File: src/hw/rtl/cbm_pkg.sv
// Package: shared codes, address constants and types of the bank mapper.
`timescale 1ns / 1ps
`default_nettype none

package cbm_pkg;

  // Request kinds carried in the mode field
  localparam logic [1:0] MODE_WRITE = 2'd0;
  localparam logic [1:0] MODE_TICK  = 2'd1;

  // Write decode: address mask and decoded register addresses
  localparam logic [15:0] ADDR_MASK    = 16'hF80C;
  localparam logic [15:0] CHR_FIRST    = 16'hB000;
  localparam logic [15:0] CHR_LAST     = 16'hE00C;
  localparam logic [15:0] PRG0_ADDR    = 16'h8800;
  localparam logic [15:0] PRG1_ADDR    = 16'hA800;
  localparam logic [15:0] PRG2_ADDR    = 16'hA000;
  localparam logic [15:0] MIRROR_ADDR  = 16'h9800;
  localparam logic [15:0] CNT_LO_ADDR  = 16'hF000;
  localparam logic [15:0] CNT_HI_ADDR  = 16'hF004;
  localparam logic [15:0] IRQ_EN_ADDR  = 16'hF008;
  localparam logic [15:0] IRQ_OFS_ADDR = 16'hF00C;

  // CHR index correction for address bits 13..11
  localparam logic [2:0] CHR_IDX_BASE = 3'd6;

  // IRQ compare point and prescale offset
  localparam logic [8:0] IRQ_MATCH  = 9'd238;
  localparam logic [4:0] OFFSET_SET = 5'd16;

  // 8 KiB CPU pages, address bits 15..13
  localparam logic [2:0] PAGE_6000 = 3'd3;
  localparam logic [2:0] PAGE_8000 = 3'd4;
  localparam logic [2:0] PAGE_A000 = 3'd5;
  localparam logic [2:0] PAGE_C000 = 3'd6;
  localparam logic [2:0] PAGE_E000 = 3'd7;

  localparam logic [7:0] PRG_FIXED_LAST = 8'hFF;

  typedef enum logic [3:0] {
    OP_NONE,
    OP_TICK,
    OP_CHR,
    OP_PRG0,
    OP_PRG1,
    OP_PRG2,
    OP_MIRROR,
    OP_CNT_LO,
    OP_CNT_HI,
    OP_IRQ_EN,
    OP_IRQ_OFS
  } op_t;

  // Decoded request handed from the decoder to the state block
  typedef struct packed {
    op_t        op;
    logic [2:0] chr_idx;
    logic       chr_hi;
    logic [7:0] data;
  } cmd_t;

endpackage

`default_nettype wire

File: src/hw/rtl/cbm_in_if.sv
// Interface: input request channel of the bank mapper.
`timescale 1ns / 1ps
`default_nettype none

interface cbm_in_if;
  logic        valid;
  logic        ready;
  logic [1:0]  mode;
  logic [15:0] cpu_address;
  logic [7:0]  write_data;
  logic [12:0] ppu_address;

  modport source (output valid, mode, cpu_address, write_data, ppu_address, input ready);
  modport sink   (input valid, mode, cpu_address, write_data, ppu_address, output ready);
endinterface

`default_nettype wire

File: src/hw/rtl/cbm_out_if.sv
// Interface: result channel of the bank mapper.
`timescale 1ns / 1ps
`default_nettype none

interface cbm_out_if;
  logic       valid;
  logic       ready;
  logic [7:0] prg_bank;
  logic [7:0] chr_bank;
  logic [1:0] mirroring;
  logic       irq_pending;

  modport source (output valid, prg_bank, chr_bank, mirroring, irq_pending, input ready);
  modport sink   (input valid, prg_bank, chr_bank, mirroring, irq_pending, output ready);
endinterface

`default_nettype wire

File: src/hw/rtl/cbm_decode.sv
// Decoder: turns one request into a register-update command.
`timescale 1ns / 1ps
`default_nettype none

module cbm_decode (
  input  wire logic [1:0]  mode,
  input  wire logic [15:0] cpu_address,
  input  wire logic [7:0]  write_data,
  output cbm_pkg::cmd_t    cmd
);

  logic [15:0] masked;
  logic        chr_hit;

  assign masked  = cpu_address & cbm_pkg::ADDR_MASK;
  assign chr_hit = (masked >= cbm_pkg::CHR_FIRST) && (masked <= cbm_pkg::CHR_LAST);

  // Pick the target register from the masked address
  always_comb begin
    cmd.op      = cbm_pkg::OP_NONE;
    cmd.chr_idx = 3'(cpu_address[13:11] - cbm_pkg::CHR_IDX_BASE) | cpu_address[5:3];
    cmd.chr_hi  = cpu_address[2];
    cmd.data    = write_data;
    if (mode == cbm_pkg::MODE_WRITE) begin
      if (cpu_address[15]) begin
        if (chr_hit) begin
          cmd.op = cbm_pkg::OP_CHR;
        end else begin
          case (masked)
            cbm_pkg::PRG0_ADDR:    cmd.op = cbm_pkg::OP_PRG0;
            cbm_pkg::PRG1_ADDR:    cmd.op = cbm_pkg::OP_PRG1;
            cbm_pkg::PRG2_ADDR:    cmd.op = cbm_pkg::OP_PRG2;
            cbm_pkg::MIRROR_ADDR:  cmd.op = cbm_pkg::OP_MIRROR;
            cbm_pkg::CNT_LO_ADDR:  cmd.op = cbm_pkg::OP_CNT_LO;
            cbm_pkg::CNT_HI_ADDR:  cmd.op = cbm_pkg::OP_CNT_HI;
            cbm_pkg::IRQ_EN_ADDR:  cmd.op = cbm_pkg::OP_IRQ_EN;
            cbm_pkg::IRQ_OFS_ADDR: cmd.op = cbm_pkg::OP_IRQ_OFS;
            default:               cmd.op = cbm_pkg::OP_NONE;
          endcase
        end
      end
    end else if (mode == cbm_pkg::MODE_TICK) begin
      cmd.op = cbm_pkg::OP_TICK;
    end
  end

endmodule

`default_nettype wire

File: src/hw/rtl/cbm_state.sv
// Mapper state: bank, mirroring and IRQ registers, their update and the lookups.
`timescale 1ns / 1ps
`default_nettype none

module cbm_state (
  input  wire logic          clk,
  input  wire logic          rst_n,
  input  wire logic          step,
  input  wire cbm_pkg::cmd_t cmd,
  input  wire logic [15:0]   cpu_address,
  input  wire logic [12:0]   ppu_address,
  output logic [7:0]         prg_bank,
  output logic [7:0]         chr_bank,
  output logic [1:0]         mirroring,
  output logic               irq_pending
);

  logic [7:0] prg_r   [3];
  logic [7:0] prg_nxt [3];
  logic [7:0] chr_r   [8];
  logic [7:0] chr_nxt [8];
  logic [7:0] cnt_r, cnt_nxt;
  logic [4:0] ofs_r, ofs_nxt;
  logic       en_r, en_nxt;
  logic       flag_r, flag_nxt;
  logic [1:0] mirror_r, mirror_nxt;

  // Apply the command to the current state
  always_comb begin
    prg_nxt    = prg_r;
    chr_nxt    = chr_r;
    cnt_nxt    = cnt_r;
    ofs_nxt    = ofs_r;
    en_nxt     = en_r;
    flag_nxt   = flag_r;
    mirror_nxt = mirror_r;
    case (cmd.op)
      cbm_pkg::OP_CHR: begin
        if (cmd.chr_hi) begin
          chr_nxt[cmd.chr_idx][7:4] = cmd.data[3:0];
        end else begin
          chr_nxt[cmd.chr_idx][3:0] = cmd.data[3:0];
        end
      end
      cbm_pkg::OP_PRG0:   prg_nxt[0] = cmd.data;
      cbm_pkg::OP_PRG1:   prg_nxt[1] = cmd.data;
      cbm_pkg::OP_PRG2:   prg_nxt[2] = cmd.data;
      cbm_pkg::OP_MIRROR: mirror_nxt = cmd.data[1:0];
      cbm_pkg::OP_CNT_LO: cnt_nxt[3:0] = cmd.data[3:0];
      cbm_pkg::OP_CNT_HI: cnt_nxt[7:4] = cmd.data[3:0];
      cbm_pkg::OP_IRQ_EN: begin
        en_nxt   = (cmd.data != 8'd0);
        flag_nxt = 1'b0;
        if (cmd.data == 8'd0) begin
          ofs_nxt = 5'd0;
        end
      end
      cbm_pkg::OP_IRQ_OFS: ofs_nxt = cbm_pkg::OFFSET_SET;
      cbm_pkg::OP_TICK: begin
        if (en_r) begin
          cnt_nxt = cnt_r + 8'd1;
          // compare unwrapped: match only at 238 plus the offset
          if ({1'b0, cnt_nxt} == cbm_pkg::IRQ_MATCH + {4'd0, ofs_r}) begin
            flag_nxt = 1'b1;
          end
        end
      end
      default: ;
    endcase
  end

  // Commit the update when the request advances
  always_ff @(posedge clk) begin
    if (!rst_n) begin
      prg_r    <= '{default: 8'd0};
      chr_r    <= '{default: 8'd0};
      cnt_r    <= 8'd0;
      ofs_r    <= 5'd0;
      en_r     <= 1'b0;
      flag_r   <= 1'b0;
      mirror_r <= 2'd0;
    end else if (step) begin
      prg_r    <= prg_nxt;
      chr_r    <= chr_nxt;
      cnt_r    <= cnt_nxt;
      ofs_r    <= ofs_nxt;
      en_r     <= en_nxt;
      flag_r   <= flag_nxt;
      mirror_r <= mirror_nxt;
    end
  end

  // Report lookups against the updated state
  always_comb begin
    case (cpu_address[15:13])
      cbm_pkg::PAGE_6000: prg_bank = 8'd0;
      cbm_pkg::PAGE_8000: prg_bank = prg_nxt[0];
      cbm_pkg::PAGE_A000: prg_bank = prg_nxt[1];
      cbm_pkg::PAGE_C000: prg_bank = prg_nxt[2];
      cbm_pkg::PAGE_E000: prg_bank = cbm_pkg::PRG_FIXED_LAST;
      default:            prg_bank = 8'd0;
    endcase
  end

  assign chr_bank    = chr_nxt[ppu_address[12:10]];
  assign mirroring   = mirror_nxt;
  assign irq_pending = flag_nxt;

endmodule

`default_nettype wire

File: src/hw/rtl/cartridge_bank_mapper_scanline_irq.sv
// Top level: cartridge bank mapper with scanline IRQ counter.
`timescale 1ns / 1ps
`default_nettype none

// Accepts one request (CPU write, scanline tick or lookup) per cycle while the
// result channel does not stall, and returns one result per request, in order.
// A request is held in an input register; once the result register is free or
// being taken, it updates the mapper registers and its lookups are captured in
// the result register. Throughput is one request per cycle without stalls.
// The following request already sees the state left by the one before it.
// A stalled result holds in the result register while the input register keeps
// accepting until it too is full.
module cartridge_bank_mapper_scanline_irq (
  input  wire logic clk,
  input  wire logic rst_n,
  cbm_in_if.sink    in_ch,
  cbm_out_if.source out_ch
);

  logic        s1_valid_r;
  logic [1:0]  s1_mode_r;
  logic [15:0] s1_cpu_address_r;
  logic [7:0]  s1_write_data_r;
  logic [12:0] s1_ppu_address_r;
  logic        advance;

  logic        out_valid_r;
  logic [7:0]  out_prg_r;
  logic [7:0]  out_chr_r;
  logic [1:0]  out_mirror_r;
  logic        out_irq_r;

  cbm_pkg::cmd_t cmd;
  logic [7:0]    prg_bank;
  logic [7:0]    chr_bank;
  logic [1:0]    mirroring;
  logic          irq_pending;

  // Move the held request forward when the result register frees up
  assign advance     = !out_valid_r || out_ch.ready;
  assign in_ch.ready = !s1_valid_r || advance;

  // Input register
  always_ff @(posedge clk) begin
    if (!rst_n) begin
      s1_valid_r <= 1'b0;
    end else if (in_ch.ready) begin
      s1_valid_r <= in_ch.valid;
    end
  end

  always_ff @(posedge clk) begin
    if (in_ch.ready && in_ch.valid) begin
      s1_mode_r        <= in_ch.mode;
      s1_cpu_address_r <= in_ch.cpu_address;
      s1_write_data_r  <= in_ch.write_data;
      s1_ppu_address_r <= in_ch.ppu_address;
    end
  end

  cbm_decode u_decode (
    .mode        (s1_mode_r),
    .cpu_address (s1_cpu_address_r),
    .write_data  (s1_write_data_r),
    .cmd         (cmd)
  );

  cbm_state u_state (
    .clk         (clk),
    .rst_n       (rst_n),
    .step        (s1_valid_r && advance),
    .cmd         (cmd),
    .cpu_address (s1_cpu_address_r),
    .ppu_address (s1_ppu_address_r),
    .prg_bank    (prg_bank),
    .chr_bank    (chr_bank),
    .mirroring   (mirroring),
    .irq_pending (irq_pending)
  );

  // Result register
  always_ff @(posedge clk) begin
    if (!rst_n) begin
      out_valid_r <= 1'b0;
    end else if (advance) begin
      out_valid_r <= s1_valid_r;
    end
  end

  always_ff @(posedge clk) begin
    if (advance && s1_valid_r) begin
      out_prg_r    <= prg_bank;
      out_chr_r    <= chr_bank;
      out_mirror_r <= mirroring;
      out_irq_r    <= irq_pending;
    end
  end

  assign out_ch.valid       = out_valid_r;
  assign out_ch.prg_bank    = out_prg_r;
  assign out_ch.chr_bank    = out_chr_r;
  assign out_ch.mirroring   = out_mirror_r;
  assign out_ch.irq_pending = out_irq_r;

endmodule

`default_nettype wire

File: src/flat_wrapper.sv
// flat-port wrapper written by rule: the top's interface ports become plain ports
module cartridge_bank_mapper_scanline_irq_flat 
  (clk, rst_n, in_ch_valid, in_ch_mode, in_ch_cpu_address, in_ch_write_data, in_ch_ppu_address, in_ch_ready, out_ch_valid, out_ch_prg_bank, out_ch_chr_bank, out_ch_mirroring, out_ch_irq_pending, out_ch_ready);
  cbm_in_if in_ch_i ();
  cbm_out_if out_ch_i ();
  input  wire logic clk;
  input  wire logic rst_n;
  input wire logic [$bits(in_ch_i.valid)-1:0] in_ch_valid;
  input wire logic [$bits(in_ch_i.mode)-1:0] in_ch_mode;
  input wire logic [$bits(in_ch_i.cpu_address)-1:0] in_ch_cpu_address;
  input wire logic [$bits(in_ch_i.write_data)-1:0] in_ch_write_data;
  input wire logic [$bits(in_ch_i.ppu_address)-1:0] in_ch_ppu_address;
  output wire logic [$bits(in_ch_i.ready)-1:0] in_ch_ready;
  output wire logic [$bits(out_ch_i.valid)-1:0] out_ch_valid;
  output wire logic [$bits(out_ch_i.prg_bank)-1:0] out_ch_prg_bank;
  output wire logic [$bits(out_ch_i.chr_bank)-1:0] out_ch_chr_bank;
  output wire logic [$bits(out_ch_i.mirroring)-1:0] out_ch_mirroring;
  output wire logic [$bits(out_ch_i.irq_pending)-1:0] out_ch_irq_pending;
  input wire logic [$bits(out_ch_i.ready)-1:0] out_ch_ready;
  assign in_ch_i.valid = in_ch_valid;
  assign in_ch_i.mode = in_ch_mode;
  assign in_ch_i.cpu_address = in_ch_cpu_address;
  assign in_ch_i.write_data = in_ch_write_data;
  assign in_ch_i.ppu_address = in_ch_ppu_address;
  assign in_ch_ready = in_ch_i.ready;
  assign out_ch_valid = out_ch_i.valid;
  assign out_ch_prg_bank = out_ch_i.prg_bank;
  assign out_ch_chr_bank = out_ch_i.chr_bank;
  assign out_ch_mirroring = out_ch_i.mirroring;
  assign out_ch_irq_pending = out_ch_i.irq_pending;
  assign out_ch_i.ready = out_ch_ready;
  cartridge_bank_mapper_scanline_irq u_core (.clk(clk), .rst_n(rst_n), .in_ch(in_ch_i), .out_ch(out_ch_i));
endmodule
File: config.mk
export PLATFORM = sky130hd
export DESIGN_NAME = cartridge_bank_mapper_scanline_irq_flat
export DESIGN_NICKNAME = d
export VERILOG_FILES = /design/src/hw/rtl/cbm_pkg.sv /design/src/hw/rtl/cbm_in_if.sv /design/src/hw/rtl/cbm_out_if.sv /design/src/hw/rtl/cbm_decode.sv /design/src/hw/rtl/cbm_state.sv /design/src/hw/rtl/cartridge_bank_mapper_scanline_irq.sv /design/src/flat_wrapper.sv
export SDC_FILE = /design/constraint.sdc
export NUM_CORES = 1
export LEC_CHECK = 0
export ABC_AREA = 1
export BUFFER_PORTS_ARGS = -buffer_cell sky130_fd_sc_hd__buf_2
export CORE_ASPECT_RATIO = 0.8
export CORE_MARGIN = 4
export CORE_UTILIZATION = 50
export DETAILED_ROUTE_END_ITERATION = 7
export PLACE_DENSITY = 0.71
export SYNTH_ARGS = -nofsm -noshare
export SYNTH_HDL_FRONTEND = slang
export SYNTH_SLANG_ARGS = --single-unit
File: constraint.sdc
create_clock -name clk -period 2.4 [get_ports clk]
set_input_delay 0.72 -clock clk [delete_from_list [all_inputs] [get_ports clk]]
set_output_delay 0.72 -clock clk [all_outputs]
set_load 0.02 [all_outputs]
# == Word-level counts from Yosys, hierarchy flattened ==
# Index checks and enable logic that the tools add are counted.
# totals
ff_bits,165
inputBits,43
output_inout_bits,21
elab_cells,111
# op_classes
n_addsub,3
magnitude_cmp,5
n_eq_ne,26
muxes,29
bitwise_logic,3
n_reduce_logical,18
# op_table
operator,n
64-bit bitwise mux,2
64-bit 2-to-1 mux,2
"7-bit == test, second input constant",8
8-bit 2-to-1 mux,7
8-bit demux with 3-bit select,2
4-bit case mux with 8 select lines,1
8-bit case mux with 4 select lines,1
8-bit binary-select mux with 3-bit select,1
"4-bit by 3-bit == test with 1-bit output, second input constant",4
"16-bit greater-or-equal comparator, second input constant",1
"16-bit less-or-equal comparator, second input constant",1
4-bit 2-to-1 mux,4
4-bit case mux with 2 select lines,2
"3-bit == test, second input constant",4
"4-bit == test, second input constant",3
5-bit case mux with 2 select lines,1
"8-bit by 5-bit adder with 9-bit output, first input constant",1
8-bit by 9-bit == test with 1-bit output,1
3-bit AND reduction,3
"8-bit by 1-bit adder with 8-bit output, second input constant",1
"4-bit by 2-bit == test with 1-bit output, second input constant",2
"4-bit greater-or-equal comparator, second input constant",2
8-bit zero test,1
3-bit NOT with 4-bit output,2
17 further kinds,27

# == Depth between registers and ports, before layout ==
# Gate-level depths: netlist of run 1.
# logic_depth
word_depth,13
depth_mapped,18
ltp_nobuf,17

# == Hierarchy ==
# From an unflattened synthesis of run 1, not the netlist that was laid out.
# unflattened
hier_cells,1148
area_unflattened_um2,8466.9
# modules_own_cells
module,n_inst,cells_each,area_each_um2,seq_area_each_um2
cbm_state,1,997,6219.7,2021.9
cartridge_bank_mapper_scanline_irq,1,71,1836.8,1781.7
cbm_decode,1,80,410.4,0.0

# == Worst setup path before layout of run 1 ==
# No wires, ideal clock.
# synth_timing
kind,input to register
startpoint,in out_ch_ready
endpoint,"reg u_core.out_chr_r[0], in the netlist u_core.out_ch.chr_bank[0] (enable)"
arrival_ns,1.991
t_required_ns,2.009
path_slack_ns,0.018
stages,6
cell_sequence,inv_1 -> nand2_1 -> nand2_1 -> inv_1 -> clkbuf_1 -> clkbuf_1
# synth_between
elab_chain_len,2
# synth_rtl
element,line,rtl
from (decl),flat_wrapper.sv:19,input wire logic [$bits(out_ch_i.ready)-1:0] out_ch_ready;
1-bit logical OR,cartridge_bank_mapper_scanline_irq.sv:40,assign advance = !out_valid_r || out_ch.ready;
1-bit logical AND,n/a,
net u_core.u_state.step,cbm_state.sv:8,"input wire logic step,"
to (signal assigned),cartridge_bank_mapper_scanline_irq.sv:93,out_chr_r <= chr_bank;
to (decl),cartridge_bank_mapper_scanline_irq.sv:29,logic [7:0] out_chr_r;
# The timed path passes the listed nets, and every way through them passes these cells.
# A chain may end at the register's enable or synchronous reset.

# == Final worst setup path of run 1 ==
# layout_timing
startpoint,reg u_core.s1_cpu_address_r[13]
endpoint,"reg u_core.out_chr_r[3], in the netlist u_core.out_ch.chr_bank[3] (data pin)"
# layout_between
elab_chain_len,13
elab_cells_between_ends,32
cone_classes,add/sub (1); order compare (4); eq/ne (9); mux (14); bitwise (2); reduce/logical (2)
# layout_rtl
element,line,rtl
from (decl),cartridge_bank_mapper_scanline_irq.sv:22,logic [15:0] s1_cpu_address_r;
from (signal assigned),cartridge_bank_mapper_scanline_irq.sv:55,s1_cpu_address_r <= in_ch.cpu_address;
3-bit subtractor,cbm_decode.sv:21,cmd.chr_idx = 3'(cpu_address[13:11] - cbm_pkg::CHR_IDX_BASE) | cpu_address[5:3];
3-bit bitwise OR,cbm_decode.sv:21,
3-bit NOT with 4-bit output (not written as such),"cbm_state.sv:40, cbm_state.sv:42",
4-bit greater-or-equal comparator (not written as such) / 4-bit by 1-bit less-than comparator with 1-bit output (equally long branches),cbm_state.sv:42,chr_nxt[cmd.chr_idx][3:0] = cmd.data[3:0];
1-bit logical AND (not written as such),cbm_state.sv:42,
4-bit 2-to-1 mux (not written as such),cbm_state.sv:42,
8-bit demux with 3-bit select,cbm_state.sv:42,
64-bit bitwise mux,cbm_state.sv:42,
64-bit 2-to-1 mux,cbm_state.sv:39,if (cmd.chr_hi) begin
64-bit 2-to-1 mux *,cbm_state.sv:37,case (cmd.op)
8-bit binary-select mux with 3-bit select *,cbm_state.sv:105,assign chr_bank = chr_nxt[ppu_address[12:10]];
8-bit 2-to-1 mux (not written as such) * (2 in series),cbm_state.sv:105,
net u_core.chr_bank[3],cartridge_bank_mapper_scanline_irq.sv:35,logic [7:0] chr_bank;
# Mark *: on every way through the listed nets, which the timed path passes. The rest lies on a longest branch. The select of a mux whose other input is x is not followed.

==> results of run 1 <==
[registers in the layout, summed over array words and instances, names as in the netlist]
| signal | cells |
|---|---|
| u_core.out_ch.chr_bank | 8 |
| u_core.s1_mode_r | 2 |
| u_core.u_state.flag_r | 1 |
| u_core.out_ch.prg_bank | 8 |
| u_core.u_state.ofs_r | 1 |
| u_core.u_state.en_r | 1 |
| u_core.u_state.chr_r | 64 |
| u_core.out_ch.valid | 1 |
| u_core.out_ch.irq_pending | 1 |
| u_core.s1_valid_r | 1 |
| u_core.s1_write_data_r | 8 |
| u_core.s1_cpu_address_r | 9 |
| u_core.u_state.cnt_r | 8 |
| u_core.u_state.mirror_r | 2 |
| u_core.out_ch.mirroring | 2 |
| u_core.u_state.prg_r | 24 |
| u_core.s1_ppu_address_r | 3 |
[through the flow]
| step | TNS [ps] | cells | worst slack (ps) |
|---|---|---|---|
| 2_1_floorplan | 0 | 1204 | 18.0 |
| 3_3_place_gp | -672 | 1502 | -122 |
| 3_5_place_dp | -1040 | 1502 | -170 |
| 4_1_cts | -256 | 1540 | -47.3 |
| 5_1_grt | -5880 | 1567 | -312 |
| 6_report | -1680 | 1567 | -208 |
[kinds of logic (layout without fill, tap and decap cells)]
kind of cell	after synthesis	after routing	synth area share, %
buffers and inverters	204	351	10.4
XOR/XNOR	5	5	0.530
AO/OA/AOI/OAI	215	215	15.1
AND/OR/NAND/NOR	632	633	33.5
adder cells (fa/ha/maj)	4	4	0.606
flip-flops	144	144	39.9
[cell type report]
class                      instances  area, um^2  share of cell area [%]
multi-input combinational        857        4770                    42.8
sequential                       144        3290                    29.6
timing repair buffer             191        1770                    15.9
inverter                         128         485                    4.36
clock buffer                      18         429                    3.85
tap                              215         269                    2.42
clock inverter                    14         119                    1.07
[power by group through the flow]
stage	logic (mW)	clock network [mW]	registers [mW]
final	1.05	2.51	2.77
after global routing	1.16	2.65	2.78
after CTS	0.912	2.53	2.76
after detailed placement	0.893	0	2.81
after global placement	0.875	0	2.80
after floorplan	0.601	0	2.81
[placed cells by master, fill, tap and decap left out, drive strengths merged]
| cell type | Yosys | final |
|---|---|---|
| a21oi | 22 | 22 |
| buf | 40 | 181 |
| bufinv | 0 | 1 |
| clkbuf | 36 | 28 |
| clkinv | 1 | 7 |
| clkinvlp | 0 | 6 |
| dfxtp | 103 | 103 |
| edfxtp | 41 | 41 |
| ha | 4 | 4 |
| inv | 127 | 128 |
| nand2 | 290 | 291 |
| nand3 | 247 | 247 |
| nand4 | 4 | 4 |
| nor2 | 80 | 80 |
| nor3 | 8 | 8 |
| nor4 | 2 | 2 |
| o211ai | 64 | 64 |
| o21ai | 128 | 128 |
| o31ai | 1 | 1 |
| or2 | 1 | 1 |
| xnor2 | 1 | 1 |
| xor2 | 4 | 4 |
[worst register-to-register path: stages (launching register included)]
cell and delay (ps):
edfxtp_1 410, buf_6 140, inv_2 40, nor2_2 220
nand2_1 120, nor2_1 140, nor2_2 70, nand2_4 80
nand2_4 60, nor2_4 160, buf_12 160, nand2_8 90
clkbuf_16 170, nand2_1 90, nand3_1 90, nand3_1 110
nand2_1 60, nand2_1 80, nand2_2 70
[layer usage]
layer,part of all wire [%],up-vias
li1,-,4326
met1,43,4103
met2,44,485
met3,11,62
met4,1.7,0
met5,0,-
[what timing repair did]
action                                  4_1_cts  5_1_grt
pin swaps                                     7       48
endpoints found under the setup margin       15       88
gates resized for setup                      26      170
setup buffers                                 5       13
cloned                                        1       16
[final timing paths]
kind | endpoint | slack, ps | depth (start not counted)
setup / recovery | u_core.out_ch.chr_bank[3]$_DFFE_PP_ | -210 | 18
hold / removal | u_core.s1_ppu_address_r[11]$_DFFE_PP_ | 460 | 1
setup reg to reg | u_core.out_ch.chr_bank[3]$_DFFE_PP_ | -210 | 18
hold reg to reg | u_core.u_state.cnt_r[4]$_SDFFE_PN0P_ | 490 | 2
==> metrics.md, run 1 <==
| Metric | Value |
|---|---|
| CTS tree | `done` |
| Die area | `0.0187 mm^2` |
| CP startpoint | `u_core.s1_cpu_address_r[13]$_DFFE_PP_` |
| First-pass GRT wire length | `37.0 mm` |
| Worst path buffer plus inverter count | `4` |
| Setup violators final | `17` |
| Num ports | `64` |
| Cell family with most CP delay | `simple AND/OR/NAND/NOR gates` |
| Drt drc | `0` |
| Initial antenna violation count | `0` |
| Worst-Margin Slew | `931 ps` |
| Sequential share of power | `43.8%` |
| Hold slack | `458 ps` |
| Row count | `41` |
| Met1 usage | `36.1%` |
| Share of post-route cells with drive strength above 1 | `27.7%` |
| Final Max Tran Viols | `0` |
| RSZ-0062 raised after global routing | `yes` |
| Crit path required time | `2580 ps` |
| Crit Path Max Fanout | `6` |
| Bufs on Longest Clock Path | `2` |
| Critical Path Most Common Cell | `nand2_1` |
| Cell variety after synth | `30` |
| Register area share after synthesis | `39.9%` |
| Setup CP Type | `reg -> reg` |
| Via count | `8,976` |
| ANT cells | `0` |
| Violated checks | `setup timing` |
| Tcrit/Tclk final | `109%` |
| GR Layer Usage met3 | `5.83%` |
| Setup slack after layout | `-208 ps` |
| Synthesis Warnings | `0` |
| Clock Sinks | `144` |
| Cells after synthesis | `1,204` |
| Post-Syn Area | `0.00826 mm^2` |
| ANT nets after route | `0` |
| GR peak layer | `met2` |
| Fillcell total | `1,262` |
| Routed WL per cell | `16.3 um` |
| Core Util, Final | `69.6%` |
| Vias per std cell | `5.73` |
| Clock slew at reported path FFs | `60 ps` |
| HPWL Detailed | `14.2 mm` |
| Clk_skew | `7.08 ps` |
| Post-synth top flop | `dfxtp_1` |
| Cts bufs inserted | `17` |
| Synth top area share | `25.0%` |
| Peak supply drop | `0.000489 V` |
| GRT overflow | `0` |
| Clock share of power | `39.7%` |
| Critical path launch point type | `register` |
| Crit path max-delay cell type | `edfxtp_1` |
| Detailed Routing Iterations Pass 1 | `7` |
| Power per cell area | `568 mW/mm^2` |
| Int Pwr | `4.48 mW` |
| DP Area | `0.00937 mm^2` |
| Final nets | `1,386` |
| Crit. End Element | `register` |
| Finished Cell Area | `0.0111 mm^2` |
| Tot Pwr | `6.33 mW` |
| CORE AREA | `0.0160 mm^2` |
| Worst R2R Start | `u_core.s1_cpu_address_r[13]$_DFFE_PP_` |
| Die Y | `123 um` |
| Total GRT Usage | `24.7%` |
| Area leader, netlist | `dfxtp_1` |
| Sw frac | `29.2%` |
| Grt met2 use | `36.4%` |
| # port buffers | `46` |
| Initial DRC Count | `1,382` |
| Vias in the first global route | `7,481` |
| Worst-Skew Late Latency | `430 ps` |
| Worst hold path startpoint | `in_ch_ppu_address[11]` |
| Post-synth EDFFs | `41` |
| Synth Net Count | `1,251` |
| Final hold violation count | `0` |
| Sw power | `1.85 mW` |
| Post-synth top cells | `283 x nand2_1, 247 x nand3_1, 123 x inv_1, 108 x o21ai_0, 103 x dfxtp_1` |
| Status | `complete, but fails checks` |
| Max-cap viol count | `0` |
| Fmax | `383 MHz` |
| Final Critical Period | `2610 ps` |
| Drt total wl | `25.6 mm` |
| Comb pwr share | `16.5%` |
| CTS Root Cell | `clkbuf_16` |
| Die width | `152 um` |
| WP data arrival | `2780 ps` |
| FF+latch count, synth | `144` |
| Critical path's largest stage delay | `410 ps` |
| Initial cell density of the core | `51.6%` |
| Top-count cell post-synth | `nand2_1` |
| H-Tree Depth | `4` |
| Dominant cells by area after synthesis | `dfxtp_1 25%, nand3_1 15%, edfxtp_1 15%` |
| Largest net degree at the start of global routing | `69` |
| Post-Syn Area per Cell | `6.86 um^2` |
| GP Congestion | `0.847` |
| P_leak | `5.05 nW` |
| Max-slew headroom | `37.9%` |
| Hold Buf Count CTS | `0` |
| Synth async-reset ratio | `0%` |
| Hold crit path type | `in -> reg` |
| Area delta synth->final | `34.8%` |
| Worst-path cell chain | `buf_6, inv_2, nor2_2, nand2_1, nor2_1, nor2_2, nand2_4, nand2_4, nor2_4, buf_12, nand2_8, clkbuf_16, nand2_1, nand3_1, nand3_1, nand2_1, nand2_1, nand2_2` |
Note: power is estimated with default switching activity, not from simulation.
==> inputs of run 2 (changes only) <==
CTS_BUF_LIST = sky130_fd_sc_hd__clkbuf_4 sky130_fd_sc_hd__clkbuf_8   (was not set)
==> run 2 against run 1 <==
  * The flow still finishes with violations (setup timing)
  * Clock power is 28% lower
  * Wire length is 1.8% lower
  * Combinational power hardly changed
  * Non-clock buffer count is 8 lower
  * Fmax is 0.33% higher
  * Utilization is 1.5 points lower
  * Final area is 2.1% lower
  * Global-route usage is 0.36 points lower
  * Critical path depth stayed put
  * Worst setup slack better by 8.6 ps
  * Count of clock-buffer cells in the layout stayed put
  * Critical endpoint is now u_core.out_ch.chr_bank[7]$_DFFE_PP_
  * Largest power group unchanged
==> metrics.md, run 2 (synthesis results as in run 1) <==
| Metric | Value |
|---|---|
| GP Congestion | `0.847` |
| Row count | `41` |
| Hold Buf Count CTS | `0` |
| P_leak | `4.94 nW` |
| Worst-path cell chain | `buf_6, inv_2, nor2_1, buf_4, nand2_2, nand3_1, nand2_2, nand2_4, nor2_4, buf_12, nand2_4, clkbuf_16, nand2_1, nand3_1, nand3_1, nand2_1, nand2_1, nand2_1` |
| Initial cell density of the core | `51.6%` |
| First-pass GRT wire length | `36.5 mm` |
| Critical Path Most Common Cell | `nand2_1` |
| Worst R2R Setup Slack | `-200 ps` |
| Placed Instances | `1,502` |
| CTS tree | `done` |
| Via count | `8,959` |
| Largest register FFs | `64` |
| Final hold violation count | `0` |
| Fmax | `385 MHz` |
| Crit path required time | `2620 ps` |
| Bufs on Longest Clock Path | `2` |
| CORE AREA | `0.0160 mm^2` |
| Worst path buffer plus inverter count | `5` |
| Status | `complete, but fails checks` |
| Final nets | `1,378` |
| Final Critical Period | `2600 ps` |
| FF-to-FF path depth | `18` |
| Crit. End Element | `register` |
| Hold worst-path end | `u_core.s1_write_data_r[5]$_DFFE_PP_` |
| Max-cap viol count | `0` |
| Crit Path Max Fanout | `7` |
| Peak supply drop | `0.000374 V` |
| Capturing point of the worst reg2reg path | `u_core.out_ch.chr_bank[7]$_DFFE_PP_` |
| Tot Pwr | `5.63 mW` |
| Hold slack | `425 ps` |
| Initial antenna violation count | `0` |
| Die Y | `123 um` |
| CTS Root Cell | `clkbuf_8` |
| Num ports | `64` |
| Drt drc | `0` |
| Largest net degree at the start of global routing | `69` |
| RSZ-0062 raised after global routing | `yes` |
| HPWL Detailed | `14.2 mm` |
| Detailed Routing Iterations Pass 1 | `6` |
| ANT cells | `0` |
| Routed WL per cell | `16.1 um` |
| Clock Sinks | `144` |
| Cell family with most CP delay | `simple AND/OR/NAND/NOR gates` |
| Setup CP Type | `reg -> reg` |
| Critical path's largest stage delay | `460 ps` |
| Reg with most FFs | `u_core.u_state.chr_r` |
| Final Max Tran Viols | `0` |
| Initial DRC Count | `1,259` |
| # port buffers | `46` |
| H-Tree Depth | `4` |
| Worst-Margin Slew | `938 ps` |
| Post-Layout Cell Count | `1,559` |
| Area delta synth->final | `32.0%` |
| Most common cell after layout, fill and taps aside | `nand2_1` |
| Worst R2R Start | `u_core.s1_cpu_address_r[13]$_DFFE_PP_` |
| Max-slew headroom | `37.4%` |
| Crit path max-delay cell type | `edfxtp_1` |
| Setup slack after layout | `-199 ps` |
| WHS Path Cells | `1` |
| Critical path launch point type | `register` |
| Clk_skew | `7.48 ps` |
| Drt total wl | `25.1 mm` |
| Setup violators final | `16` |
| Largest registers | `u_core.u_state.chr_r x64, u_core.u_state.prg_r x24, u_core.s1_cpu_address_r x9` |
| Die width | `152 um` |
| Vias per std cell | `5.75` |
| Vias in the first global route | `7,395` |
| ANT nets after route | `0` |
| Die area | `0.0187 mm^2` |
| Share of post-route cells with drive strength above 1 | `28.5%` |
| Total GRT Usage | `24.3%` |
| Cts bufs inserted | `17` |
| Worst hold path startpoint | `in_ch_write_data[5]` |
| Tcrit/Tclk final | `108%` |
| WP data arrival | `2820 ps` |
| Violated checks | `setup timing` |
| Worst-Skew Late Latency | `460 ps` |
| Clock slew at reported path FFs | `80 ps` |
| GRT overflow | `0` |
| Power per cell area | `516 mW/mm^2` |
| Hold crit path type | `in -> reg` |
| Most frequent cells in the layout | `229 x nand2_1, 178 x nand3_1, 120 x inv_1` |
run 2: changes by cell type in the layout (fill, tap and decap cells not counted), sizes merged:
cell / delta
buf: -6
clkbuf: -2
run 2: worst register-to-register path, stage by stage (launching register included):
cell       delay (ps)
edfxtp_1          460
buf_6             170
inv_2              70
nor2_1             60
buf_4             150
nand2_2            80
nand3_1           100
nand2_2           110
nand2_4            70
nor2_4            110
buf_12            150
nand2_4           110
clkbuf_16         180
nand2_1            80
nand3_1           120
nand3_1           120
nand2_1            80
nand2_1            70
nand2_1            60
run 2: what timing repair did:
action / 4_1_cts / 5_1_grt
gates cloned: 1 / 12
setup endpoints to repair: 15 / 68
pin swaps: 7 / 59
setup buffers: 4 / 9
resized for setup: 28 / 177
run 2: area by class of cell:
class / instances / area, um^2
clock buffer: 18 / 241
clock inverter: 14 / 119
fill: 1298 / 5100
inverter: 128 / 485
multi-input combinational: 857 / 4820
sequential: 144 / 3290
tap: 215 / 269
timing repair buffer: 183 / 1680
run 2: where the power goes:
group          leakage, nW  internal (mW)  switching (mW)
combinational         3.53          0.396           0.654
clock                0.166          0.821           0.993
sequential            1.24           2.66           0.104
total                 4.94           3.88            1.75
run 2: how the worst max path moves through the flow:
stage | slack [ps] | startpoint | to | cells past startpoint
detailed placement | -170 | u_core.s1_cpu_address_r[12]$_DFFE_PP_ | u_core.out_ch.chr_bank[3]$_DFFE_PP_ | 17
CTS | -40 | u_core.s1_cpu_address_r[12]$_DFFE_PP_ | u_core.out_ch.chr_bank[3]$_DFFE_PP_ | 15
global placement | -120 | u_core.s1_cpu_address_r[12]$_DFFE_PP_ | u_core.out_ch.chr_bank[3]$_DFFE_PP_ | 17
global route | -280 | u_core.s1_cpu_address_r[13]$_DFFE_PP_ | u_core.out_ch.chr_bank[7]$_DFFE_PP_ | 16
floorplan | 20 | out_ch_ready | u_core.out_ch.chr_bank[0]$_DFFE_PP_ | 6
finish | -200 | u_core.s1_cpu_address_r[13]$_DFFE_PP_ | u_core.out_ch.chr_bank[7]$_DFFE_PP_ | 18
run 2: through the flow:
stage | TNS (ps) | utilization [%] | instance area, um^2 | worst slack [ps]
global route | -4490 | 68.1 | 10900 | -284
CTS | -196 | 61.8 | 9890 | -38.3
detailed placement | -1040 | 58.6 | 9370 | -170
global placement | -672 | 58.6 | 9370 | -122
finish | -1400 | 68.1 | 10900 | -199
floorplan | 0 | - | 8260 | 18.0
run 2: routing by layer:
| metal | track usage (%) | up-vias | wire length, um |
|---|---|---|---|
| met5 | 0 | - | 0 |
| met4 | 7.80 | 0 | 592 |
| met3 | 4.87 | 63 | 2380 |
| met2 | 35.8 | 458 | 11200 |
| met1 | 35.9 | 4121 | 11000 |
| li1 | - | 4317 | - |
